## src/design/hcbp_pkg.sv

```systemverilog
// ----------------------------------------------------------------------------
// hcbp_pkg
// Shared types and constants for the Huffman code bit packer.
// ----------------------------------------------------------------------------
package hcbp_pkg;

    // Output word geometry
    localparam int unsigned WORD_BITS = 32;
    localparam int unsigned FILL_W    = 5;
    localparam logic [FILL_W-1:0] FILL_LAST = 5'd31;

    // Configuration port
    localparam int unsigned APB_DATA_W = 32;
    localparam int unsigned APB_ADDR_W = 3;

    // Request mode codes
    typedef enum logic [1:0] {
        MODE_LOAD   = 2'd0,
        MODE_ENCODE = 2'd1,
        MODE_START  = 2'd2,
        MODE_NONE   = 2'd3
    } mode_t;

    // Control from the sequencer to the packer
    typedef struct packed {
        logic start;
        logic load;
        logic step;
    } pk_ctl_t;

    // Status from the packer back to the sequencer
    typedef struct packed {
        logic last;       // next bit completes the word
        logic final_bit;  // next bit is the last bit of the code
    } pk_stat_t;

endpackage

```

## src/design/hcbp_packer.sv

```systemverilog
// ----------------------------------------------------------------------------
// hcbp_packer
// Bit-serial packer: shifts one code bit per step into a 32-bit word
// shift register, earlier bits ending nearer the most significant end.
// ----------------------------------------------------------------------------
module hcbp_packer #(
    parameter int MAX_CODE_BITS = 32,
    parameter int LW = $clog2(MAX_CODE_BITS + 1),
    parameter int IW = (MAX_CODE_BITS > 1) ? $clog2(MAX_CODE_BITS) : 1
) (
    input  logic                              aclk,
    input  logic                              aresetn,
    input  hcbp_pkg::pk_ctl_t                 ctl,
    input  logic [hcbp_pkg::FILL_W-1:0]       pad,
    input  logic [MAX_CODE_BITS-1:0]          code,
    input  logic [LW-1:0]                     len,
    output hcbp_pkg::pk_stat_t                stat,
    output logic [hcbp_pkg::WORD_BITS-1:0]    word
);

    logic [hcbp_pkg::WORD_BITS-1:0] buf_reg;
    logic [hcbp_pkg::FILL_W-1:0]    fill_reg;
    logic [MAX_CODE_BITS-1:0]       code_reg;
    logic [LW-1:0]                  k_reg;
    logic [LW-1:0]                  k_dec;
    logic                           cur_bit;

    // k counts down; the bit sent is code bit k-1
    assign k_dec   = k_reg - LW'(1);
    assign cur_bit = code_reg[k_dec[IW-1:0]];
    assign word    = {buf_reg[hcbp_pkg::WORD_BITS-2:0], cur_bit};

    assign stat.last      = (fill_reg == hcbp_pkg::FILL_LAST);
    assign stat.final_bit = (k_reg == LW'(1));

    always_ff @(posedge aclk) begin
        if (!aresetn) begin
            buf_reg  <= '0;
            fill_reg <= '0;
            k_reg    <= '0;
        end else begin
            if (ctl.start) begin
                buf_reg  <= '0;
                fill_reg <= pad;
            end
            if (ctl.load) begin
                k_reg <= len;
            end
            if (ctl.step) begin
                // drop the word once it is full, else shift the bit in
                buf_reg  <= stat.last ? '0 : word;
                fill_reg <= fill_reg + hcbp_pkg::FILL_W'(1);
                k_reg    <= k_dec;
            end
        end
    end

    always_ff @(posedge aclk) begin
        if (ctl.load) begin
            code_reg <= code;
        end
    end

endmodule

```

## config.mk

```make
export PLATFORM = sky130hd
export DESIGN_NAME = hcbp_packer
export DESIGN_NICKNAME = d
export VERILOG_FILES = /design/src/design/hcbp_pkg.sv /design/src/design/hcbp_packer.sv
export SDC_FILE = /design/constraint.sdc
export NUM_CORES = 1
export LEC_CHECK = 0
export BUFFER_PORTS_ARGS = -buffer_cell sky130_fd_sc_hd__buf_4
export CORE_ASPECT_RATIO = 1.2
export CORE_MARGIN = 4
export CORE_UTILIZATION = 55
export CTS_BUF_LIST = sky130_fd_sc_hd__clkbuf_16
export DETAILED_ROUTE_END_ITERATION = 8
export PLACE_DENSITY_LB_ADDON = 0.12
export SYNTH_ARGS = -nofsm -noshare
export SYNTH_HDL_FRONTEND = slang
export SYNTH_SLANG_ARGS = --single-unit
```

## constraint.sdc

```tcl
create_clock -name aclk -period 6.9 [get_ports aclk]
set_input_delay 0.345 -clock aclk [delete_from_list [all_inputs] [get_ports aclk]]
set_output_delay 0.345 -clock aclk [all_outputs]
set_load 0.05 [all_outputs]
```

======== Word level (Yosys, flattened, before mapping) ========
Cells that the tools add are included.
Widths: inputs -> output; s select.
word-level totals
  bits of input ports ..................... 48
  register bits after elaboration ......... 74
  logic and storage cells ................. 20
  output and inout port bits .............. 34
operators by class
  equal/unequal tests ..................... 2
  mux-type cells .......................... 9
  $lt $le $gt $ge ......................... 1
  reduce and logical (&&, ||, !) cells .... 2
  $add $sub $neg .......................... 2
operators with widths
  operator             count
  $mux 31              3
  $mux 6               2
  $mux 5               2
  $eq 6x1->1 const B   1
  $lt 5x6->1 const B   1
  $sub 6x1->6 const B  1
  $add 5x1->5 const B  1
  $bmux 1 s5           1
  $eq 5x5->1 const B   1
  $reduce_bool 2->1    2
  $mux 1               1

======== Longest topological paths before layout ========
  depth in word-level cells ............... 5
  depth in mapped cells ................... 11
  depth with buffers taken out ............ 8

======== Least setup slack after synthesis ========
Ideal clock, no wire load.
  path kind ............................... register -> output
  start point ............................. register k_reg[0]
  end point ............................... output port word[0] (netlist name)
  data required time ...................... 6555 ps
  stages on the path, launching flop included .. 11
  arrival ................................. 2157 ps
  setup slack ............................. 4398 ps
  buffers on the path ..................... 4
  path through ............................ dfxtp_1 buf_4 inv_1 ha_1 buf_2 buf_6 mux2_2 o22ai_1 o22ai_1 a211o_1 buf_4
on the way
  longest elaborated chain between the ends .. 3
RTL lines
  element                       RTL line           source
  start: declaration            hcbp_packer.sv:24  logic [LW-1:0] k_reg;
  start signal: assignment      hcbp_packer.sv:47  k_reg <= len;
  start signal: assignment      hcbp_packer.sv:53  k_reg <= k_dec;
  $sub 6x1->6                   hcbp_packer.sv:29  assign k_dec = k_reg - LW'(1);
  $bmux 1 s5                    hcbp_packer.sv:30  assign cur_bit = code_reg[k_dec[IW-1:0]];
  $mux 1 (implied by the code)  hcbp_packer.sv:30
  end: declaration              hcbp_packer.sv:18  output logic [hcbp_pkg::WORD_BITS-1:0] word
Every way passes these cells. The select of a mux whose other input is x is not followed.

======== Worst setup path in the final report ========
Same ends and word-level chain as after synthesis.

==> impl_metrics.json <==
{
  "status": "finished, final reports clean",
  "synthFlopType": "dfxtp_1",
  "reg2regPathDepth": 7,
  "path_clk_slew_ns": 0.06,
  "cts_buffers": 9,
  "grt_usage": 0.1919,
  "drc": 0,
  "max_stage_delay_ns": 0.81,
  "initial_core_util": 0.5732,
  "vias": 2203,
  "r2r_start": "k_reg[0]",
  "tns_ns": 0,
  "synth_edf_count": 32,
  "hp-start": "code[0]",
  "synth_top_area_frac": 0.3122,
  "irDropWorstVdd_mv": 0.1642,
  "antenna_left": 0,
  "cp-start-kind": "register",
  "path_buf_inv": 2,
  "critPathArrivalTime_ns": 3.05,
  "rows": 29,
  "hold_class": "input port to register",
  "skew_ns": 0.003688,
  "crit_type": "register to output port",
  "critPathSlowestCell": "ha_1",
  "die_h_um": 89.95,
  "min_delay_path_depth": 1,
  "pwr-share-seq": 0.446,
  "yosysSeqAreaShare": 0.5854,
  "grt_pass1_vias": 2243,
  "cts_max_level": 3,
  "layout-drive-gt1-share": 0.3423,
  "internal_power_w": 0.0008398,
  "wl_per_cell_um": 15.76,
  "post_cts_buffers": 0,
  "diodes": 0,
  "tightest_slew_ns": 1.184,
  "yosysWarnings": 0,
  "largest_reg_flops": 32,
  "critPathRequiredTime_ns": 6.55,
  "final_cells": 398,
  "multi_input_area_um2": 1176,
  "crit_path_end_kind": "output port",
  "seq_area_um2": 1802,
  "cts_resized": 0,
  "worst-path-max-fanout": 18,
  "postSynthAreaPerCell_um2": 12.07,
  "max_freq_ghz": 0.2944,
  "layout_common_cells": "buf_4, dfxtp_1, nor2b_1",
  "synth_top_area_cell": "edfxtp_1",
  "ioPinCount": 82,
  "p_leak_nw": 1.608,
  "clock-sinks": 74,
  "gp_congestion": 0.8024,
  "viasPerCell": 5.535,
  "path_cells": "inv_1 > ha_1 > mux2_2 > o2111ai_1 > o22ai_1 > a211o_1 > buf_4",
  "n_fill_cell": 371,
  "syn_to_final_growth_pct": 29.55,
  "place_inst": 382,
  "ys_types": 40,
  "synth-seq-cells": 74,
  "p_switching_w": 0.0002675,
  "firstDrtPassIters": 4,
  "antenna_found_initial": 0,
  "io_buffers": 81,
  "wl_mm": 6.273,
  "synthTopCellsByArea": "edfxtp_1, dfxtp_1, nor2b_1, a22oi_1, mux2_2",
  "fp.coreArea_um2": 5370,
  "clockBufferDepth": 2,
  "cts_hold_buf": 0,
  "finalHoldViolations": 0,
  "netSwitchingFraction": 0.2416,
  "grt-ovfl-total": 0,
  "drt_iter0_drc": 151,
  "drv_cap": 0,
  "holdPathEnd": "code_reg[0]",
  "fin_crit_sh": 0.4923,
  "cellPowerDensity_nw_per_um2": 277.7,
  "grt_pass1_wl_mm": 10.66,
  "report.final.slew_viol_count": 0,
  "synth_cells": 255,
  "relSlewSlack": 0.2073,
  "clock_latency_ns": 0.32,
  "grt_setup_unrepaired": "false",
  "pwr-share-clk": 0.408,
  "min_period_ns": 3.397,
  "p_comb_frac": 0.146,
  "die_w_um": 76.29,
  "rrSetupSlack_ns": 4.06,
  "cts_root_buf": "clkbuf_16",
  "r2r-end": "buf_reg[0]",
  "fin_nets": 383,
  "hpwl_mm": 4.268,
  "final_common_cell": "buf_4",
  "setup_viol": 0,
  "critPathTopFamily": "adder cells",
  "syn-cell-area_um2": 3078,
  "grt_max_degree": 44,
  "die_area_um2": 6862,
  "async_reset_ff_frac": 0,
  "cts_tree": "yes",
  "synth_nets": 307
}
[worst max path at each step]
stage / start / endpoint / slack (ns) / depth (start not counted)
6_report: k_reg[0] / word[0] / 3.50 / 7
5_1_grt: k_reg[0] / word[0] / 3.36 / 7
4_1_cts: k_reg[0] / word[0] / 3.49 / 7
3_5_place_dp: k_reg[0] / word[0] / 3.86 / 7
3_3_place_gp: k_reg[0] / word[0] / 3.96 / 7
2_1_floorplan: k_reg[0] / word[0] / 4.40 / 10
[power by group through the flow]
stage	Clock (W)	Combinational, W	Sequential, W
2_1_floorplan	0	0.000113	0.000504
3_3_place_gp	0	0.000157	0.000503
3_5_place_dp	0	0.000161	0.000503
4_1_cts	0.000459	0.000162	0.000494
5_1_grt	0.000481	0.000175	0.000496
6_report	0.000452	0.000162	0.000494
[Yosys cell counts, types with 3 or more instances]
cell      number
mux2i_1        9
and3_1         3
nand2_1        9
o211a_1        3
o21ai_0        6
nand3_1        5
clkbuf_1      12
edfxtp_1      32
nor3b_1        3
mux2_2        12
dfxtp_1       42
a22oi_1       30
ha_1           4
o22ai_1        5
nor2b_1       40
a21oi_1        6
inv_1          4
[metrics by stage]
| stage | instance area, um^2 | power [W] | hold slack, ns | setup WS (ns) | util |
|---|---|---|---|---|---|
| 2_1_floorplan | 3078 | 0.0006170 | 0.4439 | 4.398 | - |
| 3_3_place_gp | 3686 | 0.0006599 | 0.4699 | 3.963 | 0.6864 |
| 3_5_place_dp | 3686 | 0.0006639 | 0.4860 | 3.858 | 0.6864 |
| 4_1_cts | 3988 | 0.001115 | 0.1852 | 3.492 | 0.7425 |
| 5_1_grt | 3988 | 0.001153 | 0.1801 | 3.360 | 0.7425 |
| 6_report | 3988 | 0.001107 | 0.1931 | 3.503 | 0.7425 |
[cell type report]
type                       count  share of cell area
sequential                    74              0.4518
timing repair buffer          82              0.1544
inverter                       4            0.003765
clock inverter                 5            0.006589
multi-input combinational    160              0.2949
tap                           62             0.01945
clock buffer                  11             0.06903
[routing by layer]
layer,global-route usage,wire [um],vias to the layer above
met1,0.2341,2652,1045
met4,0.08610,61,0
li1,-,-,1098
met2,0.3101,3124,54
met5,0,0,-
met3,0.06100,434,6
[cells by family (layout without fill, tap and decap cells)]
group	count (synthesis)	after routing	share of synthesized area
flip-flops	74	74	0.5854
XOR/XNOR	3	3	0.01098
AO/OA/AOI/OAI	60	60	0.1415
multiplexers	21	21	0.07317
buffers and inverters	21	102	0.03333
AND/OR/NAND/NOR	72	72	0.1394
adder cells (fa/ha/maj)	4	4	0.01626
Note: power is estimated with default switching activity, not from simulation.
